[src/rtl/core/upe_pkg.sv]
`default_nettype none

package upe_pkg;

    // Longest UTF-8 sequence for a 31-bit code point under the original scheme.
    localparam int MAX_BYTES = 6;
    localparam int BIDX_W    = 3;
    localparam int CP_W      = 31;
    localparam int CHAR_W    = 7;

    // Depth of the queue between classifier and emitter.
    localparam int QDEPTH    = 2;
    localparam int QPTR_W    = 1;
    localparam int QCNT_W    = 2;

    localparam logic [CP_W-1:0] CP_ASCII_LIMIT = 31'h0000_0080;
    localparam logic [CP_W-1:0] CP_LEN2_LIMIT  = 31'h0000_0800;
    localparam logic [CP_W-1:0] CP_LEN3_LIMIT  = 31'h0001_0000;
    localparam logic [CP_W-1:0] CP_LEN4_LIMIT  = 31'h0020_0000;
    localparam logic [CP_W-1:0] CP_LEN5_LIMIT  = 31'h0400_0000;

    localparam logic [CHAR_W-1:0] CH_SPACE   = 7'd32;
    localparam logic [CHAR_W-1:0] CH_PLUS    = 7'd43;
    localparam logic [CHAR_W-1:0] CH_PERCENT = 7'd37;
    localparam logic [CHAR_W-1:0] CH_ZERO    = 7'd48;
    localparam logic [CHAR_W-1:0] CH_UPPER_A = 7'd65;

    // One classified code point: either a single character passed as is,
    // or a run of bytes each to be written as %HH.
    typedef struct packed {
        logic                           esc;
        logic [BIDX_W-1:0]              nbytes;
        logic [MAX_BYTES-1:0][7:0]      bytes;
    } desc_t;

    typedef struct packed {
        logic full;
        logic empty;
    } q_status_t;

    function automatic logic needs_escape(input logic [CHAR_W-1:0] c);
        needs_escape = (c >= 7'd33  && c <= 7'd35) ||
                       (c >= 7'd37  && c <= 7'd44) ||
                       (c >= 7'd58  && c <= 7'd64) ||
                       (c == 7'd91) || (c == 7'd96) ||
                       (c >= 7'd93  && c <= 7'd94) ||
                       (c >= 7'd123);
    endfunction

    function automatic logic [CHAR_W-1:0] hex_char(input logic [3:0] v);
        if (v < 4'd10)
            hex_char = CH_ZERO + {3'b000, v};
        else
            hex_char = CH_UPPER_A + {3'b000, v} - 7'd10;
    endfunction

endpackage

`default_nettype wire

[src/rtl/core/upe_front.sv]
`default_nettype none

module upe_front
(
    input  wire logic                     clk,
    input  wire logic                     rst_n,
    input  wire logic                     cp_valid,
    output logic                          cp_ready,
    input  wire logic [30:0]              code_point,
    output logic                          push,
    output upe_pkg::desc_t                push_desc,
    input  wire upe_pkg::q_status_t       q_status
);
    import upe_pkg::*;

    logic  front_valid_reg;
    logic  front_valid_next;
    desc_t desc_reg;
    desc_t desc_next;

    assign push      = front_valid_reg && !q_status.full;
    assign cp_ready  = !front_valid_reg || !q_status.full;
    assign push_desc = desc_reg;

    always_comb
    begin
        desc_next = '0;
        if (code_point < CP_ASCII_LIMIT)
        begin
            desc_next.nbytes = 3'd1;
            if (needs_escape(code_point[6:0]))
            begin
                desc_next.esc      = 1'b1;
                desc_next.bytes[0] = {1'b0, code_point[6:0]};
            end
            else if (code_point[6:0] == CH_SPACE)
            begin
                desc_next.bytes[0] = {1'b0, CH_PLUS};
            end
            else
            begin
                desc_next.bytes[0] = {1'b0, code_point[6:0]};
            end
        end
        else
        begin
            desc_next.esc = 1'b1;
            if (code_point < CP_LEN2_LIMIT)
            begin
                desc_next.nbytes   = 3'd2;
                desc_next.bytes[0] = {3'b110, code_point[10:6]};
                desc_next.bytes[1] = {2'b10, code_point[5:0]};
            end
            else if (code_point < CP_LEN3_LIMIT)
            begin
                desc_next.nbytes   = 3'd3;
                desc_next.bytes[0] = {4'b1110, code_point[15:12]};
                desc_next.bytes[1] = {2'b10, code_point[11:6]};
                desc_next.bytes[2] = {2'b10, code_point[5:0]};
            end
            else if (code_point < CP_LEN4_LIMIT)
            begin
                desc_next.nbytes   = 3'd4;
                desc_next.bytes[0] = {5'b11110, code_point[20:18]};
                desc_next.bytes[1] = {2'b10, code_point[17:12]};
                desc_next.bytes[2] = {2'b10, code_point[11:6]};
                desc_next.bytes[3] = {2'b10, code_point[5:0]};
            end
            else if (code_point < CP_LEN5_LIMIT)
            begin
                desc_next.nbytes   = 3'd5;
                desc_next.bytes[0] = {6'b111110, code_point[25:24]};
                desc_next.bytes[1] = {2'b10, code_point[23:18]};
                desc_next.bytes[2] = {2'b10, code_point[17:12]};
                desc_next.bytes[3] = {2'b10, code_point[11:6]};
                desc_next.bytes[4] = {2'b10, code_point[5:0]};
            end
            else
            begin
                desc_next.nbytes   = 3'd6;
                desc_next.bytes[0] = {7'b1111110, code_point[30]};
                desc_next.bytes[1] = {2'b10, code_point[29:24]};
                desc_next.bytes[2] = {2'b10, code_point[23:18]};
                desc_next.bytes[3] = {2'b10, code_point[17:12]};
                desc_next.bytes[4] = {2'b10, code_point[11:6]};
                desc_next.bytes[5] = {2'b10, code_point[5:0]};
            end
        end
    end

    always_comb
    begin
        if (cp_valid && cp_ready)
            front_valid_next = 1'b1;
        else if (push)
            front_valid_next = 1'b0;
        else
            front_valid_next = front_valid_reg;
    end

    always_ff @(posedge clk or negedge rst_n)
    begin
        if (!rst_n)
            front_valid_reg <= 1'b0;
        else
            front_valid_reg <= front_valid_next;
    end

    always_ff @(posedge clk)
    begin
        if (cp_valid && cp_ready)
            desc_reg <= desc_next;
    end

endmodule

`default_nettype wire

[src/rtl/core/upe_queue.sv]
`default_nettype none

module upe_queue
(
    input  wire logic                 clk,
    input  wire logic                 rst_n,
    input  wire logic                 push,
    input  wire upe_pkg::desc_t       push_desc,
    input  wire logic                 pop,
    output upe_pkg::desc_t            head_desc,
    output upe_pkg::q_status_t        q_status
);
    import upe_pkg::*;

    desc_t               mem [QDEPTH];
    logic [QPTR_W-1:0]   wr_ptr_reg;
    logic [QPTR_W-1:0]   wr_ptr_next;
    logic [QPTR_W-1:0]   rd_ptr_reg;
    logic [QPTR_W-1:0]   rd_ptr_next;
    logic [QCNT_W-1:0]   count_reg;
    logic [QCNT_W-1:0]   count_next;

    assign q_status.full  = (count_reg == QCNT_W'(QDEPTH));
    assign q_status.empty = (count_reg == '0);
    assign head_desc      = mem[rd_ptr_reg];

    always_comb
    begin
        wr_ptr_next = push ? wr_ptr_reg + 1'b1 : wr_ptr_reg;
        rd_ptr_next = pop  ? rd_ptr_reg + 1'b1 : rd_ptr_reg;
        count_next  = count_reg;
        if (push && !pop)
            count_next = count_reg + 1'b1;
        else if (pop && !push)
            count_next = count_reg - 1'b1;
    end

    always_ff @(posedge clk or negedge rst_n)
    begin
        if (!rst_n)
        begin
            wr_ptr_reg <= '0;
            rd_ptr_reg <= '0;
            count_reg  <= '0;
        end
        else
        begin
            wr_ptr_reg <= wr_ptr_next;
            rd_ptr_reg <= rd_ptr_next;
            count_reg  <= count_next;
        end
    end

    always_ff @(posedge clk)
    begin
        if (push)
            mem[wr_ptr_reg] <= push_desc;
    end

endmodule

`default_nettype wire

[src/rtl/core/upe_back.sv]
`default_nettype none

module upe_back
(
    input  wire logic                 clk,
    input  wire logic                 rst_n,
    input  wire upe_pkg::desc_t       head_desc,
    input  wire upe_pkg::q_status_t   q_status,
    output logic                      pop,
    output logic                      char_valid,
    input  wire logic                 char_ready,
    output logic [6:0]                out_char,
    output logic                      last_char
);
    import upe_pkg::*;

    localparam logic [1:0] PH_PCT = 2'd0;
    localparam logic [1:0] PH_HI  = 2'd1;
    localparam logic [1:0] PH_LO  = 2'd2;

    logic                cur_valid_reg;
    logic                cur_valid_next;
    desc_t               cur_reg;
    logic [BIDX_W-1:0]   bidx_reg;
    logic [BIDX_W-1:0]   bidx_next;
    logic [1:0]          phase_reg;
    logic [1:0]          phase_next;
    logic                char_valid_reg;
    logic                char_valid_next;
    logic [CHAR_W-1:0]   char_reg;
    logic                last_reg;

    logic                emit;
    logic                load;
    logic                is_last;
    logic [7:0]          cur_byte;
    logic [CHAR_W-1:0]   ch;

    assign cur_byte = cur_reg.bytes[bidx_reg];

    always_comb
    begin
        if (!cur_reg.esc)
        begin
            ch      = cur_byte[6:0];
            is_last = 1'b1;
        end
        else
        begin
            is_last = (phase_reg == PH_LO) && (bidx_reg == cur_reg.nbytes - 3'd1);
            case (phase_reg)
                PH_PCT:  ch = CH_PERCENT;
                PH_HI:   ch = hex_char(cur_byte[7:4]);
                PH_LO:   ch = hex_char(cur_byte[3:0]);
                default: ch = CH_PERCENT;
            endcase
        end
    end

    assign emit = cur_valid_reg && (!char_valid_reg || char_ready);
    assign load = !cur_valid_reg || (emit && is_last);
    assign pop  = load && !q_status.empty;

    always_comb
    begin
        cur_valid_next  = cur_valid_reg;
        bidx_next       = bidx_reg;
        phase_next      = phase_reg;
        char_valid_next = char_valid_reg;

        if (emit)
        begin
            char_valid_next = 1'b1;
            if (phase_reg == PH_LO)
            begin
                phase_next = PH_PCT;
                bidx_next  = bidx_reg + 1'b1;
            end
            else
            begin
                phase_next = phase_reg + 1'b1;
            end
        end
        else if (char_ready)
        begin
            char_valid_next = 1'b0;
        end

        if (load)
        begin
            cur_valid_next = !q_status.empty;
            bidx_next      = '0;
            phase_next     = PH_PCT;
        end
    end

    always_ff @(posedge clk or negedge rst_n)
    begin
        if (!rst_n)
        begin
            cur_valid_reg  <= 1'b0;
            bidx_reg       <= '0;
            phase_reg      <= PH_PCT;
            char_valid_reg <= 1'b0;
        end
        else
        begin
            cur_valid_reg  <= cur_valid_next;
            bidx_reg       <= bidx_next;
            phase_reg      <= phase_next;
            char_valid_reg <= char_valid_next;
        end
    end

    always_ff @(posedge clk)
    begin
        if (pop)
            cur_reg <= head_desc;
        if (emit)
        begin
            char_reg <= ch;
            last_reg <= is_last;
        end
    end

    assign char_valid = char_valid_reg;
    assign out_char   = char_reg;
    assign last_char  = last_reg;

endmodule

`default_nettype wire

[src/rtl/core/url_percent_encoder.sv]
// URL encoder for a stream of Unicode code points.
// Input channel: code_point with cp_valid / cp_ready, one 31-bit code point per transaction.
// Output channel: out_char and last_char with char_valid / char_ready, one ASCII character
// per transaction; last_char marks the final character written for a code point.
// Plain ASCII gives one character, space gives '+', reserved ASCII gives %HH, and code points
// of 0x80 and above are UTF-8 encoded (two to six bytes), each byte written as %HH.
// A code point therefore gives 1, 3, 6, 9, 12, 15 or 18 characters on the output side:
// the emitter writes one character per cycle unless char_ready stalls it, and that sets
// the throughput. The classifier register is loaded at the accepting edge itself. From
// there the first character passes the queue write, the emitter descriptor register and
// the output register before it is on the port.
// The classifier and the emitter are separated by a two-entry queue, so new code points
// keep being taken while earlier ones are still being written out.
// When char_ready is held low the output register holds its character, the emitter stops,
// the queue fills and then cp_ready drops.
// Reset clears every valid flag and the queue pointers; no item survives reset.
`default_nettype none

module url_percent_encoder
(
    input  wire logic           clk,
    input  wire logic           rst_n,
    input  wire logic           cp_valid,
    output logic                cp_ready,
    input  wire logic [30:0]    code_point,
    output logic                char_valid,
    input  wire logic           char_ready,
    output logic [6:0]          out_char,
    output logic                last_char
);
    import upe_pkg::*;

    logic      push;
    logic      pop;
    desc_t     push_desc;
    desc_t     head_desc;
    q_status_t q_status;

    // Front: takes code points and turns them into byte descriptors.
    upe_front u_front
    (
        .clk        (clk),
        .rst_n      (rst_n),
        .cp_valid   (cp_valid),
        .cp_ready   (cp_ready),
        .code_point (code_point),
        .push       (push),
        .push_desc  (push_desc),
        .q_status   (q_status)
    );

    // Queue decouples classification from character output.
    upe_queue u_queue
    (
        .clk        (clk),
        .rst_n      (rst_n),
        .push       (push),
        .push_desc  (push_desc),
        .pop        (pop),
        .head_desc  (head_desc),
        .q_status   (q_status)
    );

    // Back: walks each descriptor one character per cycle while char_ready does not stall it.
    upe_back u_back
    (
        .clk        (clk),
        .rst_n      (rst_n),
        .head_desc  (head_desc),
        .q_status   (q_status),
        .pop        (pop),
        .char_valid (char_valid),
        .char_ready (char_ready),
        .out_char   (out_char),
        .last_char  (last_char)
    );

`ifndef NO_ASSERTIONS
    // A literal '%' only ever opens an escape, so it never ends a group.
    a_pct_not_last: assert property (@(posedge clk) disable iff (!rst_n)
        char_valid && (out_char == CH_PERCENT) |-> !last_char)
        else $error("percent sign flagged as last character");

    // '+' only stands for a space and is always a group of its own.
    a_plus_is_last: assert property (@(posedge clk) disable iff (!rst_n)
        char_valid && (out_char == CH_PLUS) |-> last_char)
        else $error("plus sign not flagged as last character");

    // After a '%' is taken, the high hex digit follows at once.
    a_pct_then_digit: assert property (@(posedge clk) disable iff (!rst_n)
        char_valid && char_ready && (out_char == CH_PERCENT)
        |=> char_valid && !last_char && (out_char != CH_PERCENT))
        else $error("escape not followed by a hex digit");

    // The classifier never writes into a full queue.
    a_no_overflow: assert property (@(posedge clk) disable iff (!rst_n)
        push |-> !q_status.full)
        else $error("queue overflow");
`endif

endmodule

`default_nettype wire
[config.mk]
export PLATFORM = sky130hd
export DESIGN_NAME = url_percent_encoder
export DESIGN_NICKNAME = d
export VERILOG_FILES = /design/src/rtl/core/upe_pkg.sv /design/src/rtl/core/upe_front.sv /design/src/rtl/core/upe_queue.sv /design/src/rtl/core/upe_back.sv /design/src/rtl/core/url_percent_encoder.sv
export SDC_FILE = /design/constraint.sdc
export NUM_CORES = 1
export LEC_CHECK = 0
export BUFFER_PORTS_ARGS = -buffer_cell sky130_fd_sc_hd__clkbuf_2
export CAP_MARGIN = 20
export CORE_AREA = 2 2 130 132
export DETAILED_ROUTE_END_ITERATION = 16
export DIE_AREA = 0 0 132 134
export MAX_ROUTING_LAYER = met4
export PLACE_DENSITY = 0.68
export SLEW_MARGIN = 20
export SYNTH_ARGS = -nofsm -noshare
export SYNTH_HDL_FRONTEND = slang
export SYNTH_SLANG_ARGS = --single-unit
[constraint.sdc]
create_clock -name clk -period 4.2 [get_ports clk]
set_input_delay 0 -clock clk [delete_from_list [all_inputs] [get_ports clk]]
set_output_delay 0 -clock clk [all_outputs]
set_load 0.05 [all_outputs]
==> impl_metrics.yaml, run 1 <==
clocking:
  htreeDepth: 1
  cts_root_buf: "clkbuf_16"
  worstSkewPairLatency_ns: 0.49
  cts_buffer_depth: 3
  cts_setup_buffers: 0
  cts_sinks: 204
  cts_tree: "done"
  cts_resized: 0
  clk_pin_slew_worst_paths_ns: 0.06
  cts_buffers: 20
final_layout:
  drive_above_1_share: 0.211
  area_growth_pct: 14.9
  largest_reg_flops: 92
  layout.nets: 712
  final_cells: 899
  diodes: 0
detailed_routing:
  drtAntennaViolNets: 0
  drc: 0
  drtIter0Drc: 415
  routed_wl_um: 17100
  routedWlPerCell_um: 19.0
  vias_per_cell: 5.72
  vias: 5143
  firstDrtPassIters: 5
synthesis:
  ys_seq_elements: 204
  synthFlopType: "edfxtp_1"
  ys_types: 63
  synth_edf_count: 192
  synth_warnings: 0
  ys_seq_area_frac: 0.693
  avgSynthCellArea_um2: 14.6
  synthCells: 601
  synth-async-reset-ratio: 0.0588
  mappedNetlistArea_um2: 8750
  syn-num-nets: 644
sta:
  fmax_ghz: 0.343
  post-route-period-util: 0.694
  drv_slew: 0
  hold_viol_final: 0
  fin_skew_ns: 0.0168
  setup_viol: 0
  setup_tns_ns: 0
  whs_ns: 0.0217
  maxSlewHeadroom: 0.485
  rsz0062_at_grt: "no"
  fin_crit_ns: 2.92
  max_slew.worst_pin.slew_ns: 0.773
global_route:
  busiest_layer: "met2"
  met1_usage: 0.258
  antenna_found_initial: 0
  grt_remaining_overflow: 0
  grt_use_met3: 0.0253
  grt_max_degree: 48
  grtUsageTotal: 0.204
  met2_usage: 0.336
  grt_pass1_wl_um: 27300
  grt_pass1_vias: 5135
status:
  status: "finished, final reports clean"
worst_setup_path:
  worstPathMaxFanout: 11
  worst-setup-path-type: "flop to flop"
  cp_cell_sequence: "buf_4 -> mux2_2 -> a22oi_1 -> ha_1 -> nor4b_1 -> xnor2_1 -> nand2_1 -> a32oi_1"
  startpoint_type: "flop"
  cp.required_ns: 4.52
  cpPeakStageDelay_ns: 0.66
  end_kind: "flop"
  cp_slowest_cell: "dfrtp_1"
  path_buf_inv: 1
  cp.arrival_ns: 3.24
  crit_family: "flip-flops"
floorplan:
  die_x_um: 132
  die_area_um2: 17700
  core_um2: 16300
  pin_count: 45
  rows: 47
  initial_core_util: 0.537
  die_y_um: 134
pwr:
  peakVddDrop_v: 0.000281
  cellPowerDensity_nw_per_um2: 630
  p_leak_nw: 3.40
place:
  hpwl_um: 11300
  port_buffers: 44
  gp_congestion: 0.929
  dp.cells: 838
job:
  maxCapViolations: 0
min_path:
  hold_path.class: "primary input to flop"
-- stage by stage --
stage / cell area, um^2 / power (mW) / setup WS (ns) / utilization
after floorplan: 8750 / 4.24 / 1.18 / -
after global placement: 9140 / 4.63 / 1.42 / 0.561
after detailed placement: 9140 / 4.66 / 1.32 / 0.561
after CTS: 10100 / 6.39 / 1.28 / 0.617
after global routing: 10100 / 6.64 / 1.00 / 0.617
final: 10100 / 6.33 / 1.28 / 0.617
-- placed cells by master (no fill, tap or decap), types with 3 or more instances in the layout --
cell | Yosys | final
o21a_1 | 3 | 3
a21oi_1 | 28 | 28
nand3_1 | 13 | 13
inv_2 | 4 | 4
clkinv_1 | 1 | 5
nor4_1 | 3 | 3
a211oi_1 | 6 | 6
buf_4 | 2 | 5
and3_1 | 4 | 3
and3_4 | 2 | 3
mux2i_1 | 10 | 10
and2_1 | 12 | 11
nor3_1 | 7 | 7
mux2_2 | 51 | 51
edfxtp_1 | 192 | 192
nand2b_1 | 10 | 10
xor2_1 | 7 | 7
ha_1 | 8 | 8
nand2_1 | 50 | 50
dfrtp_1 | 12 | 11
xnor2_1 | 7 | 7
a22o_1 | 7 | 7
nand3b_1 | 3 | 3
nor2b_1 | 3 | 3
nor2_1 | 42 | 41
o21ai_0 | 16 | 16
a21o_1 | 4 | 4
a221oi_1 | 7 | 7
clkbuf_1 | 22 | 4
clkbuf_16 | 0 | 21
dlygate4sd3_1 | 0 | 29
inv_1 | 9 | 9
o22ai_1 | 8 | 8
clkbuf_2 | 0 | 44
-- synthesized netlist by cell type (4+ instances only) --
cell        n  area [um^2]
and2_1     12         75.1
inv_2       4         15.0
o22ai_1     8         50.1
xor2_1      7         61.3
a21oi_1    28          140
ha_1        8          100
a21o_1      4         30.0
inv_1       9         33.8
mux2i_1    10          100
dfrtp_1    12          300
a221oi_1    7         61.3
a211oi_1    6         45.0
a22o_1      7         61.3
nor2_1     42          158
clkbuf_1   22         82.6
and3_1      4         25.0
nor3_1      7         35.0
nand2_1    50          188
mux2_2     51          574
nand2b_1   10         62.6
o21ai_0    16         80.1
nand3_1    13         65.1
edfxtp_1  192         5770
xnor2_1     7         61.3
buf_2       5         25.0
-- power breakdown --
part           total [mW]  leakage, nW  internal (mW)  switching (mW)
logic                1.46         1.25          0.588           0.872
registers            3.17         1.85           2.90           0.276
clock network        1.70        0.298           1.03           0.676
total                6.33         3.40           4.51            1.82
-- cell type report --
type | instances | area [um^2]
fillers | 1229 | 6230
flip-flops and latches | 204 | 6070
multi-input cells | 351 | 2490
repair buffers | 78 | 548
clock buffers | 25 | 541
well taps | 220 | 275
clock inverters | 7 | 82.6
inverters | 14 | 52.6
-- what timing repair did --
action / CTS / global route
hold endpoints to repair: 36 / 0
setup endpoints to repair: 0 / 0
hold buffers: 29 / 0
-- path summary, 6_finish.rpt --
path	end	depth (start not counted)	slack, ns	from
worst max register to register	u_back.out_char[2]	8	1.28	u_back.bidx_reg[0]
min in group asynchronous	u_back.cur_valid_reg	3	0.56	rst_n
worst min-delay path	u_front.push_desc[33]	2	0.02	code_point[1]
worst max-delay path	u_back.out_char[2]	8	1.28	u_back.bidx_reg[0]
worst min register to register	u_queue.mem[0][49]	0	0.44	u_front.push_desc[49]
max in group asynchronous	u_queue.rd_ptr_reg	3	3.23	rst_n
-- kinds of logic (layout without fill, tap and decap cells) --
logic type,after synthesis,count (layout),share of synthesized area
and+or+nand+nor,160,160,0.0912
DFF,204,204,0.693
buffers and inverters,46,124,0.0243
AOI/OAI and AO/OA,105,105,0.0809
muxes,64,64,0.0852
xor gates and xnor gates,14,14,0.0140
adders and majority gates,8,8,0.0114
-- metal layers --
metal  wire length [um]  vias to the layer above
met2               8320                      193
met5                  0                        -
met3                807                       40
li1                   -                     2423
met4                611                        0
met1               7330                     2487
Note: power is estimated with default switching activity, not from simulation.
==> run 2: changes to the inputs <==
clock period = 3 ns   (was 4.2 ns; I/O delays follow)
==> impl_metrics.yaml, run 2 (synthesized netlist as in run 1, its figures left out) <==
clocking:
  clk_pin_slew_worst_paths_ns: 0.06
  worstSkewPairLatency_ns: 0.49
  cts_tree: "done"
  cts_resized: 0
  cts_root_buf: "clkbuf_16"
  htreeDepth: 1
  cts_buffer_depth: 3
  cts_buffers: 21
  cts_sinks: 204
floorplan:
  initial_core_util: 0.537
  die_x_um: 132
  core_um2: 16300
  die_area_um2: 17700
  die_y_um: 134
  pin_count: 45
  rows: 47
worst_setup_path:
  worstPathMaxFanout: 36
  cp_cell_sequence: "dlygate4sd3_1 -> clkbuf_2 -> nor3_1 -> and2_1 -> clkinv_1 -> buf_4 -> nor2_1 -> a22o_1 -> dlygate4sd3_1"
  cp.required_ns: 3.36
  ff2ff_setup_slack_ns: 0.45
  worst-setup-path-type: "primary input to flop"
  startpoint_type: "primary input"
  cpPeakStageDelay_ns: 0.53
  crit_top_cell: "dlygate4sd3_1"
  cp.arrival_ns: 2.98
  crit_start: "code_point[29]"
  rr_startpoint: "u_back.bidx_reg[0]"
  cp_slowest_cell: "dlygate4sd3_1"
  end_kind: "flop"
global_route:
  grt_pass1_wl_um: 27700
  grtUsageTotal: 0.205
  grt_max_degree: 47
  grt_remaining_overflow: 0
  antenna_found_initial: 0
  grt_pass1_vias: 5349
final_layout:
  drive_above_1_share: 0.224
  diodes: 0
  n_fill_cell: 1228
  fin_area_um2: 10100
  final_common_cell: "edfxtp_1"
  area_growth_pct: 15.8
  final_cell_mix: "edfxtp_1, mux2_2, nand2_1, clkbuf_2, nor2_1"
  largest_reg_flops: 92
  layout.nets: 722
sta:
  post-route-period-util: 0.873
  fin_crit_ns: 2.62
  hold_viol_final: 0
  maxSlewHeadroom: 0.564
  setup_tns_ns: 0
  layout_setup_ws_ns: 0.380
  fin_skew_ns: 0.0110
  max_slew.worst_pin.slew_ns: 0.654
  drv_slew: 0
  rsz0062_at_grt: "no"
  fmax_ghz: 0.382
  setup_viol: 0
min_path:
  hold_path.class: "primary input to flop"
  min_from: "code_point[1]"
detailed_routing:
  drtAntennaViolNets: 0
  drtIter0Drc: 391
  routedWlPerCell_um: 18.6
  routed_wl_um: 16900
  drc: 0
  vias_per_cell: 5.61
  firstDrtPassIters: 5
  vias: 5097
place:
  dp_slack_ns: 0.418
  port_buffers: 44
  gp_congestion: 0.960
  hpwl_um: 11400
  placed_cell_area_um2: 9210
pwr:
  p_leak_nw: 3.46
  power_mw: 8.92
  peakVddDrop_v: 0.000470
  cellPowerDensity_nw_per_um2: 880
status:
  status: "finished, final reports clean"
job:
  maxCapViolations: 0
## run 2: final timing paths
path / to / depth (start not counted)
max: u_front.push_desc[36] / 9
min: u_front.push_desc[41] / 2
max reg2reg: u_back.out_char[2] / 8
min reg2reg: u_queue.mem[0][1] / 0
max in group asynchronous: u_queue.rd_ptr_reg / 3
min in group asynchronous: u_back.cur_valid_reg / 3
## run 2: through the flow
step | utilization | instances | hold slack (ns)
after floorplan | - | 601 | -0.296
final | 0.622 | 909 | 0.0122
after global routing | 0.622 | 909 | 0.00742
after global placement | 0.565 | 846 | -0.0887
after CTS | 0.622 | 909 | 0.00157
after detailed placement | 0.565 | 846 | -0.0823
## run 2: where the power goes
group | internal [mW] | total, mW | switching (mW)
Sequential | 4.05 | 4.33 | 0.277
Combinational | 0.865 | 2.19 | 1.32
Clock | 1.44 | 2.41 | 0.974
Total | 6.35 | 8.92 | 2.57
## run 2: metal layers
layer,track usage,vias up,part of all wire,wire length (um)
met5,-,-,0,0
met4,0.0809,0,0.031,531
met3,0.0257,46,0.041,689
met2,0.328,155,0.48,8080
met1,0.273,2468,0.45,7620
li1,-,2428,-,-
## run 2: cell type report
class                      instances  area (um^2)  share of cell area
sequential                       204         6070               0.598
multi-input combinational        351         2480               0.245
timing repair buffer              87          631              0.0622
clock buffer                      23          533              0.0526
tap                              220          275              0.0272
clock inverter                    10         95.1             0.00938
inverter                          14         52.6             0.00518
## run 2: worst max-delay path: cells and delay by family
family	cells	cell delay [ns]
AOI/OAI and AO/OA	1	0.19
buffers and inverters	5	1.82
and+or+nand+nor	3	0.95
## run 2: repair_timing
| item | CTS | global route |
|---|---|---|
| endpoints found under the hold margin | 37 | 0 |
| hold buffers | 30 | 0 |
| setup endpoints to repair | 0 | 0 |
| setup buffers | 0 | 0 |
